## src/hw/rtl/scaled_pulse_width_generator_defines.svh

```systemverilog
// assertion macros for the scaled pulse width generator
// no dependencies; included by the files that carry assertions
`ifndef SCALED_PULSE_WIDTH_GENERATOR_DEFINES_SVH
`define SCALED_PULSE_WIDTH_GENERATOR_DEFINES_SVH

`ifndef SYNTHESIS
// checked while out of reset
`define SPWG_ASSERT(lbl, prop, msg) \
    lbl: assert property (@(posedge i_clk) disable iff (!i_rst_n) prop) else $error(msg);
// checked at every edge, reset included
`define SPWG_ASSERT_ALWAYS(lbl, prop, msg) \
    lbl: assert property (@(posedge i_clk) prop) else $error(msg);
`else
`define SPWG_ASSERT(lbl, prop, msg)
`define SPWG_ASSERT_ALWAYS(lbl, prop, msg)
`endif

`endif

```

## src/hw/rtl/spwg_pkg.sv

```systemverilog
// shared widths, register indexes, reset values and divider control types
// no dependencies
package spwg_pkg;

    localparam int DUTY_W  = 16;
    localparam int PULSE_W = 32;
    localparam int PROD_W  = PULSE_W + DUTY_W;
    localparam int CFG_IDX_W = 4;

    localparam logic [CFG_IDX_W-1:0] CFG_RESOLUTION = 4'd0;
    localparam logic [CFG_IDX_W-1:0] CFG_PERIOD_LEN = 4'd1;
    localparam logic [CFG_IDX_W-1:0] CFG_MIN_PULSE  = 4'd2;
    localparam logic [CFG_IDX_W-1:0] CFG_MAX_PULSE  = 4'd3;

    localparam logic [DUTY_W-1:0]  RESOLUTION_RST = 16'd255;
    localparam logic [PULSE_W-1:0] PERIOD_LEN_RST = 32'd1000;
    localparam logic [PULSE_W-1:0] MIN_PULSE_RST  = 32'd0;
    localparam logic [PULSE_W-1:0] MAX_PULSE_RST  = 32'd1000;

    typedef struct packed {
        logic start;
    } t_div_ctl;

    typedef struct packed {
        logic busy;
        logic done;
    } t_div_sts;

endpackage

```

## src/hw/rtl/spwg_div.sv

```systemverilog
// serial restoring divider, one quotient bit per cycle
// depends on spwg_pkg; quotient is known to fit PULSE_W bits
`include "scaled_pulse_width_generator_defines.svh"

module spwg_div (
    input  logic                             i_clk,
    input  logic                             i_rst_n,
    input  spwg_pkg::t_div_ctl               i_ctl,
    input  logic [spwg_pkg::PROD_W-1:0]      i_dividend,
    input  logic [spwg_pkg::DUTY_W-1:0]      i_divisor,
    output spwg_pkg::t_div_sts               o_sts,
    output logic [spwg_pkg::PULSE_W-1:0]     o_quotient
);

    localparam int CNT_W = $clog2(spwg_pkg::PULSE_W);

    logic                          r_busy;
    logic [CNT_W-1:0]              r_cnt;
    logic [spwg_pkg::DUTY_W-1:0]   r_rem;
    logic [spwg_pkg::PULSE_W-1:0]  r_low;
    logic [spwg_pkg::DUTY_W-1:0]   r_div;

    logic [spwg_pkg::DUTY_W:0]     trial;
    logic [spwg_pkg::DUTY_W:0]     diff;
    logic                          qbit;
    logic                          last;

    assign trial = {r_rem, r_low[spwg_pkg::PULSE_W-1]};
    assign diff  = trial - {1'b0, r_div};
    assign qbit  = (trial >= {1'b0, r_div});
    assign last  = (r_cnt == CNT_W'(spwg_pkg::PULSE_W - 1));

    always_ff @(posedge i_clk) begin
        if (!i_rst_n) begin
            r_busy <= 1'b0;
            r_cnt  <= '0;
        end else if (i_ctl.start) begin
            r_busy <= 1'b1;
            r_cnt  <= '0;
            // upper half is already below any nonzero divisor
            r_rem  <= i_dividend[spwg_pkg::PROD_W-1:spwg_pkg::PULSE_W];
            r_low  <= i_dividend[spwg_pkg::PULSE_W-1:0];
            r_div  <= i_divisor;
        end else if (r_busy) begin
            r_rem <= qbit ? diff[spwg_pkg::DUTY_W-1:0] : trial[spwg_pkg::DUTY_W-1:0];
            r_low <= {r_low[spwg_pkg::PULSE_W-2:0], qbit};
            if (last) begin
                r_busy <= 1'b0;
                r_cnt  <= '0;
            end else begin
                r_cnt <= r_cnt + CNT_W'(1);
            end
        end
    end

    assign o_sts.busy = r_busy;
    assign o_sts.done = r_busy && last;
    assign o_quotient = r_low;

    `SPWG_ASSERT(a_no_restart, i_ctl.start |-> !r_busy, "divider started while busy")
    `SPWG_ASSERT(a_done_ends, o_sts.done |=> !r_busy, "divider still busy after done")
    `SPWG_ASSERT(a_cnt_idle, !r_busy |-> (r_cnt == '0), "divider count nonzero while idle")

endmodule

```

## src/hw/rtl/scaled_pulse_width_generator.sv

```systemverilog
// top level of the scaled pulse width generator: sequencer, state and config
// depends on spwg_pkg and spwg_div
`include "scaled_pulse_width_generator_defines.svh"

// Each poll word (time, duty request) updates a two-phase pulse output whose busy
// time runs from min_pulse at duty 0 to max_pulse at full-scale duty, scaled
// exactly as floor(span * duty / resolution). A poll passes from acceptance to
// its result word through the 32x16 multiply, the divider load, the bit-serial
// divide by resolution, and the busy time, idle time and phase/deadline update,
// which waits while the previous result word is still stalled. The input side
// stalls while a poll is in work and takes the next one in the cycle after the
// result is written to the output register, even if that word is still waiting.
// Configuration writes are always accepted and must only be made while idle.
module scaled_pulse_width_generator #(
    parameter int TIME_BITS = 32
) (
    input  logic                               i_clk,
    input  logic                               i_rst_n,
    input  logic                               i_in_valid,
    output logic                               o_in_stall,
    input  logic [spwg_pkg::PULSE_W-1:0]       i_now_time,
    input  logic [spwg_pkg::DUTY_W-1:0]        i_duty_request,
    output logic                               o_out_valid,
    input  logic                               i_out_stall,
    output logic                               o_pin_level,
    output logic                               o_phase,
    output logic                               o_clamped,
    input  logic                               i_cfg_valid,
    output logic                               o_cfg_ready,
    input  logic [spwg_pkg::CFG_IDX_W-1:0]     i_cfg_index,
    input  logic [spwg_pkg::PULSE_W-1:0]       i_cfg_data
);

    localparam int NOW_W = (TIME_BITS < spwg_pkg::PULSE_W) ? TIME_BITS : spwg_pkg::PULSE_W;
    localparam int SUM_W = (TIME_BITS > spwg_pkg::PULSE_W) ? TIME_BITS : spwg_pkg::PULSE_W;

    typedef enum logic [2:0] {
        S_WAIT, S_MUL, S_START, S_DIV, S_BUSY, S_IDLE_T, S_UPD
    } t_state;

    t_state                         r_state;

    logic [spwg_pkg::DUTY_W-1:0]    r_resolution;
    logic [spwg_pkg::PULSE_W-1:0]   r_period_len;
    logic [spwg_pkg::PULSE_W-1:0]   r_min_pulse;
    logic [spwg_pkg::PULSE_W-1:0]   r_max_pulse;

    logic [TIME_BITS-1:0]           r_deadline;
    logic                           r_phase;
    logic                           r_pin;
    logic                           r_out_valid;
    logic                           r_out_sat;

    logic [TIME_BITS-1:0]           r_now;
    logic [spwg_pkg::DUTY_W-1:0]    r_duty;
    logic [spwg_pkg::PULSE_W-1:0]   r_span;
    logic                           r_sat;
    logic [spwg_pkg::PROD_W-1:0]    r_prod;
    logic [spwg_pkg::PULSE_W-1:0]   r_busy_t;
    logic [spwg_pkg::PULSE_W-1:0]   r_idle_t;

    spwg_pkg::t_div_ctl             div_ctl;
    spwg_pkg::t_div_sts             div_sts;
    logic [spwg_pkg::PULSE_W-1:0]   quotient;

    logic                           in_take;
    logic                           out_free;
    logic [spwg_pkg::PULSE_W-1:0]   scale;
    logic [spwg_pkg::PULSE_W-1:0]   phase_t;
    logic [SUM_W-1:0]               dl_sum;

    assign in_take  = i_in_valid && (r_state == S_WAIT);
    assign out_free = !r_out_valid || !i_out_stall;
    assign scale    = (r_resolution == '0) ? '0 : quotient;
    assign phase_t  = r_phase ? r_idle_t : r_busy_t;
    assign dl_sum   = SUM_W'(r_now) + SUM_W'(phase_t);

    assign div_ctl.start = (r_state == S_START);

    spwg_div u_div (
        .i_clk      (i_clk),
        .i_rst_n    (i_rst_n),
        .i_ctl      (div_ctl),
        .i_dividend (r_prod),
        .i_divisor  (r_resolution),
        .o_sts      (div_sts),
        .o_quotient (quotient)
    );

    always_ff @(posedge i_clk) begin
        if (!i_rst_n) begin
            r_state      <= S_WAIT;
            r_resolution <= spwg_pkg::RESOLUTION_RST;
            r_period_len <= spwg_pkg::PERIOD_LEN_RST;
            r_min_pulse  <= spwg_pkg::MIN_PULSE_RST;
            r_max_pulse  <= spwg_pkg::MAX_PULSE_RST;
            r_deadline   <= '0;
            r_phase      <= 1'b0;
            r_pin        <= 1'b0;
            r_out_valid  <= 1'b0;
            r_out_sat    <= 1'b0;
        end else begin
            if (i_cfg_valid) begin
                unique case (i_cfg_index)
                    spwg_pkg::CFG_RESOLUTION: r_resolution <= i_cfg_data[spwg_pkg::DUTY_W-1:0];
                    spwg_pkg::CFG_PERIOD_LEN: r_period_len <= i_cfg_data;
                    spwg_pkg::CFG_MIN_PULSE:  r_min_pulse  <= i_cfg_data;
                    spwg_pkg::CFG_MAX_PULSE:  r_max_pulse  <= i_cfg_data;
                    default: ;
                endcase
            end

            if (r_out_valid && !i_out_stall) begin
                r_out_valid <= 1'b0;
            end

            unique case (r_state)
                S_WAIT: begin
                    if (in_take) begin
                        r_now <= TIME_BITS'(i_now_time[NOW_W-1:0]);
                        if (i_duty_request > r_resolution) begin
                            r_duty <= r_resolution;
                        end else begin
                            r_duty <= i_duty_request;
                        end
                        if (r_max_pulse >= r_min_pulse) begin
                            r_span <= r_max_pulse - r_min_pulse;
                        end else begin
                            r_span <= '0;
                        end
                        r_sat   <= (i_duty_request > r_resolution) ||
                                   (r_max_pulse < r_min_pulse);
                        r_state <= S_MUL;
                    end
                end
                S_MUL: begin
                    r_prod  <= spwg_pkg::PROD_W'(r_span) * spwg_pkg::PROD_W'(r_duty);
                    r_state <= S_START;
                end
                S_START: begin
                    r_state <= S_DIV;
                end
                S_DIV: begin
                    if (div_sts.done) begin
                        r_state <= S_BUSY;
                    end
                end
                S_BUSY: begin
                    // cannot overflow: scale never exceeds the span
                    r_busy_t <= r_min_pulse + scale;
                    r_state  <= S_IDLE_T;
                end
                S_IDLE_T: begin
                    if (r_busy_t <= r_period_len) begin
                        r_idle_t <= r_period_len - r_busy_t;
                    end else begin
                        r_idle_t <= '0;
                        r_sat    <= 1'b1;
                    end
                    r_state <= S_UPD;
                end
                S_UPD: begin
                    if (out_free) begin
                        if (r_now > r_deadline) begin
                            r_deadline <= dl_sum[TIME_BITS-1:0];
                            r_phase    <= !r_phase;
                            // zero-length phase leaves the pin where it is
                            if (phase_t != '0) begin
                                r_pin <= !r_phase;
                            end
                        end
                        r_out_sat   <= r_sat;
                        r_out_valid <= 1'b1;
                        r_state     <= S_WAIT;
                    end
                end
                default: r_state <= S_WAIT;
            endcase
        end
    end

    assign o_in_stall  = (r_state != S_WAIT);
    assign o_out_valid = r_out_valid;
    assign o_pin_level = r_pin;
    assign o_phase     = r_phase;
    assign o_clamped   = r_out_sat;
    assign o_cfg_ready = 1'b1;

    `SPWG_ASSERT(a_done_in_div, div_sts.done |-> (r_state == S_DIV), "divider done outside divide")
    `SPWG_ASSERT(a_word_from_upd, $rose(o_out_valid) |-> $past(r_state == S_UPD), "result word without update")
    `SPWG_ASSERT(a_phase_with_word, !$stable(r_phase) |-> o_out_valid, "phase moved without a result word")
    `SPWG_ASSERT_ALWAYS(a_rst_quiet, !i_rst_n |=> (!o_out_valid && !o_in_stall), "not quiet after reset")

endmodule

```

## config.mk

```make
export PLATFORM = sky130hd
export DESIGN_NAME = scaled_pulse_width_generator
export DESIGN_NICKNAME = d
export VERILOG_FILES = /design/src/hw/rtl/spwg_pkg.sv /design/src/hw/rtl/spwg_div.sv /design/src/hw/rtl/scaled_pulse_width_generator.sv
export VERILOG_INCLUDE_DIRS = /design/src /design/src/hw/rtl
export SDC_FILE = /design/constraint.sdc
export NUM_CORES = 2
export LEC_CHECK = 0
export ABC_AREA = 0
export BUFFER_PORTS_ARGS = -buffer_cell sky130_fd_sc_hd__buf_2
export CORE_UTILIZATION = 63
export DETAILED_ROUTE_END_ITERATION = 8
export PLACE_DENSITY = 0.78
export SYNTH_ARGS = -nofsm -noshare
export SYNTH_HDL_FRONTEND = slang
export SYNTH_HIERARCHICAL = 1
export SYNTH_SLANG_ARGS = --single-unit
```

## constraint.sdc

```tcl
create_clock -name i_clk -period 13.75 [get_ports i_clk]
set_input_delay 0.6875 -clock i_clk [delete_from_list [all_inputs] [get_ports i_clk]]
set_output_delay 0.6875 -clock i_clk [all_outputs]
set_load 0.02 [all_outputs]
```

-- Word-level counts from Yosys, hierarchy flattened
Index checks and enable logic that the tools add are counted.
- add/sub/neg operators: 6
- multiply operators: 1
- order comparisons: 6
- equal/unequal tests: 14
- muxes and demuxes: 22
- bitwise operators: 1
- reductions and logical operators: 31
- operators with widths (kind ; count):
    $mux W32 ; 4
    $add A32 B32 Y32 ; 2
    $mux W16 ; 4
    $sub A32 B32 Y32 ; 2
    $mul A32 B16 Y48 ; 1
    $ge A32 B32 Y1 ; 1
    $gt A32 B32 Y1 ; 1
    $le A32 B32 Y1 ; 1
    $lt A32 B32 Y1 ; 1
    $reduce_bool A32 Y1 ; 1
    $pmux W3 S7 ; 1
    $reduce_and A2 Y1 ; 10
    $ge A17 B16 Y1 ; 1
    $gt A16 B16 Y1 ; 1
    $logic_not A16 Y1 ; 1
    $sub A16 B16 Y16 ; 1
    $eq A3 B3 Y1 const B ; 3
    $mux W3 ; 3
    $reduce_and A3 Y1 ; 3
    $eq A4 B2 Y1 const B ; 2
    $mux W1 ; 8
    $ne A2 B2 Y1 const B ; 4
    $reduce_and A4 Y1 ; 2
    $eq A3 B2 Y1 const B ; 2
    other kinds (15) ; 21
- bits in registers: 414
- input port bits: 89
- output and inout bits: 6
- word-level logic and storage cells: 103

-- Longest topological paths before layout
- depth in word-level cells: 5
- depth in mapped cells: 25

-- Modules after synthesis
The synthesis kept the hierarchy.
- modules (own cells, without submodules) (module ; times used ; cells each ; area each (um^2)):
    scaled_pulse_width_generator ; 1 ; 4016 ; 36160.9
    spwg_div ; 1 ; 302 ; 3758.6

-- Worst setup path before layout
Ideal clock, no wire load.
- path kind: in2reg
- from: input port i_rst_n
- to: register r_duty[0] in the netlist's numbering, enable pin
- setup time: 0.620 ns
- arrival time: 6.418 ns
- data required time: 13.130 ns
- path slack: 6.712 ns
- stages: 4
- path through: clkinv_1 nor2_1 nand2_1 nor3_1
- word-level cells in the longest chain between the ends: 1
- ends and longest elaborated chain (element ; RTL line ; RTL):
    from (decl) ; scaled_pulse_width_generator.sv:18 ; input logic i_rst_n,
    $reduce_and A3 Y1 (no line) ; -- ;
    to (signal assigned) ; scaled_pulse_width_generator.sv:122 ; r_duty <= r_resolution;
    to (signal assigned) ; scaled_pulse_width_generator.sv:124 ; r_duty <= i_duty_request;
    to (decl) ; scaled_pulse_width_generator.sv:55 ; logic [spwg_pkg::DUTY_W-1:0] r_duty;
Every way passes these cells.
A chain may end at the register's enable or synchronous reset.

-- Final worst setup path
- from: register r_span[10] in the netlist's numbering
- to: register r_prod[41] in the netlist's numbering, data pin
- word-level cells in the longest chain between the ends: 1
- ends and longest elaborated chain (element ; RTL line ; RTL):
    from (decl) ; scaled_pulse_width_generator.sv:56 ; logic [spwg_pkg::PULSE_W-1:0] r_span;
    from (signal assigned) ; scaled_pulse_width_generator.sv:127 ; r_span <= r_max_pulse - r_min_pulse;
    $mul A32 B16 Y48 ; scaled_pulse_width_generator.sv:137 ; r_prod <= spwg_pkg::PROD_W'(r_span) * spwg_pkg::PROD_W'(r_duty);
    to (signal assigned) ; scaled_pulse_width_generator.sv:137 ;
    to (decl) ; scaled_pulse_width_generator.sv:58 ; logic [spwg_pkg::PROD_W-1:0] r_prod;
Every way passes these cells.

==> metrics.txt <==
result of the run=finished clean; master of the slowest instance on the critical path=sky130_fd_sc_hd__edfxtp_1; Core ar.=0.0622 mm2; chain of cells forming the critical path=nand2_1 -> fa_1 -> fa_1 -> fa_1 -> inv_1 -> fa_1 -> fa_1 -> inv_1 -> fa_1 -> inv_1 -> ha_1 -> and2_1 -> and3_1 -> a221oi_2 -> a211oi_1 -> o31ai_1 -> o21ai_1 -> a31o_2 -> o21ai_1 -> a31oi_1; aggregate routed wire length=102,000 um; master cell of the clock root buffer=sky130_fd_sc_hd__clkbuf_16; number of clock buffers inserted by TritonCTS=45; fin nets=5,142; vias in the first global route=30,400; number of placement rows=91; post_cts resized=0; Max VDD drop=580 uV; commonest cells after routing, fill and taps aside=sky130_fd_sc_hd__nand2_1 (651), sky130_fd_sc_hd__inv_1 (611), sky130_fd_sc_hd__fa_1 (423); wire length of the first global-routing pass=163,000 um; die footprint=0.0644 mm2; first-pass iteration count of the detailed router=6; startpoint-to-endpoint class of the critical path=flop to flop; signed area change from the synthesized netlist to the final layout=6.60%; combined area of all synthesized cells=0.0399 mm2; setup total negative slack=0 ns; effective utilization at floorplan=64.2%; number of buffers on the longest clock path=3; Overflow after GRT=0; total setup buffers inserted after CTS=0; clock-pin slew on the worst setup and hold paths=0.07 ns; number of routed nets with antenna violations=0; DP Area=about 0.04 mm2; placer's final routability congestion estimate=1.01; fill cell count=approximately 5,000; worst-skew pair later-pin latency=approximately 0.6 ns; Util after Layout=68.4%; setup slack on the worst flop-to-flop path=around 6.6 ns; power density of the placed cells=244 mW/mm2; standby leakage power=18.9 nW; post-synthesis area per instance=9.25 um2; worst-path maximum fanout=16; Max Cap Violations=0; capturing element type of the critical path=flop; total setup violations reported at the end of the flow=0; largest stage delay on the critical path=0.75 ns; worst clock skew=about 0.029 ns; antenna violations before repair=0; # port buffers=93; number of synthesis warnings=6; Die Ht=254 um; most frequent standard cell in the layout excluding fill and tap cells=sky130_fd_sc_hd__nand2_1; Top cell by count, worst path=sky130_fd_sc_hd__fa_1; share of final-layout standard cells stronger than drive strength 1=roughly 7.0%; final HPWL from detailed placement=just under 80,000 um; synthesized net count=about 5,000; Total Routing Usage GR=32.6%; number of hold violations in the final report=0; count of mapped cells out of synthesis=roughly 4,300; worst hold margin=0.279 ns; number of diodes added for antenna fixing=0; # DRC=0; via count=30,600; pin count of the biggest net entering global routing=between 90 and 100; num ports=95; Tightest Pin Transition=1.06 ns; detail-routed net length per standard cell=approximately 20 um; period utilisation layout=51.7%; data required time of the critical path=roughly 14 ns; class of the most critical hold timing path=input pin to flop; Final Critical Period=slightly above 7 ns; quantity of hold-fixing buffers added after cts=0; Rel. slew slack=29.3%; number of clock sinks=414; TritonCTS clock tree=done; per-cell via count in the routed design=5.90; Finished Cell Area=0.0425 mm2; overall die width=254 um; CTS H-tree depth=2; crit path launch type=flop; fmax=between 0.1 and 0.15 GHz; DRT iter0 DRCs=2,682; number of max-slew violations in the final report=0; RSZ-0062 raised after global routing=false; arrival time worst endpoint=7.44 ns
-- cell type report --
class	instances	area, um2	share of cell area (%)
multi-input cells	3111	26100	61.3
flip-flops and latches	414	10900	25.5
inverters	612	2300	5.41
clock buffers	57	1230	2.90
well taps	837	1050	2.46
repair buffers	134	773	1.82
clock inverters	27	255	0.600
-- state kept, by name (all words and copies together) (netlist names), 3 cells and up --
name	count
r_busy_t	32
r_deadline	32
r_duty	16
r_idle_t	32
r_max_pulse	32
r_min_pulse	32
r_now	32
r_period_len	32
r_prod	48
r_resolution	16
r_span	32
r_state	3
u_div/o_quotient	32
u_div/r_cnt	5
u_div/r_div	16
u_div/r_rem	16
-- worst max-delay path: cells and delay by family, from the launching register on --
family,cells,cell delay [ns]
AND/OR/NAND/NOR,3,0.60
adder cells (fa/ha/maj),7,3.35
AO/OA/AOI/OAI,7,1.98
flip-flops,1,0.75
buffers and inverters,3,0.15
-- power by group --
part / internal, mW / leakage [nW] / switching (mW)
Combinational: 3.01 / 14.5 / 4.28
Sequential: 1.79 / 3.66 / 0.0770
Clock: 0.699 / 0.731 / 0.542
-- worst paths after layout --
path / from / to / depth (start not counted)
max: r_span[10] / r_prod[41] / 20
min: i_now_time[4] / r_now[4] / 1
max reg2reg: r_span[10] / r_prod[41] / 20
min reg2reg: r_period_len[17] / r_period_len[17] / 2
-- layer usage --
metal  GRT usage (%)  up-vias  part of all wire [%]
li1                -    14300                     -
met1            42.7    15000                    40
met2            54.8     1169                    48
met3            3.88      253                   6.5
met4            14.3        0                   4.8
met5               0        -                     0
-- stage by stage --
stage / instances / total power [mW] / setup WS (ns)
6_report: 5192 / 10.4 / 6.64
5_1_grt: 5192 / 11.3 / 6.33
4_1_cts: 5192 / 10.4 / 6.73
3_5_place_dp: 5108 / 9.07 / 6.74
3_3_place_gp: 5108 / 8.91 / 6.87
2_1_floorplan: 4317 / 7.35 / 6.71
Note: power is estimated with default switching activity, not from simulation.
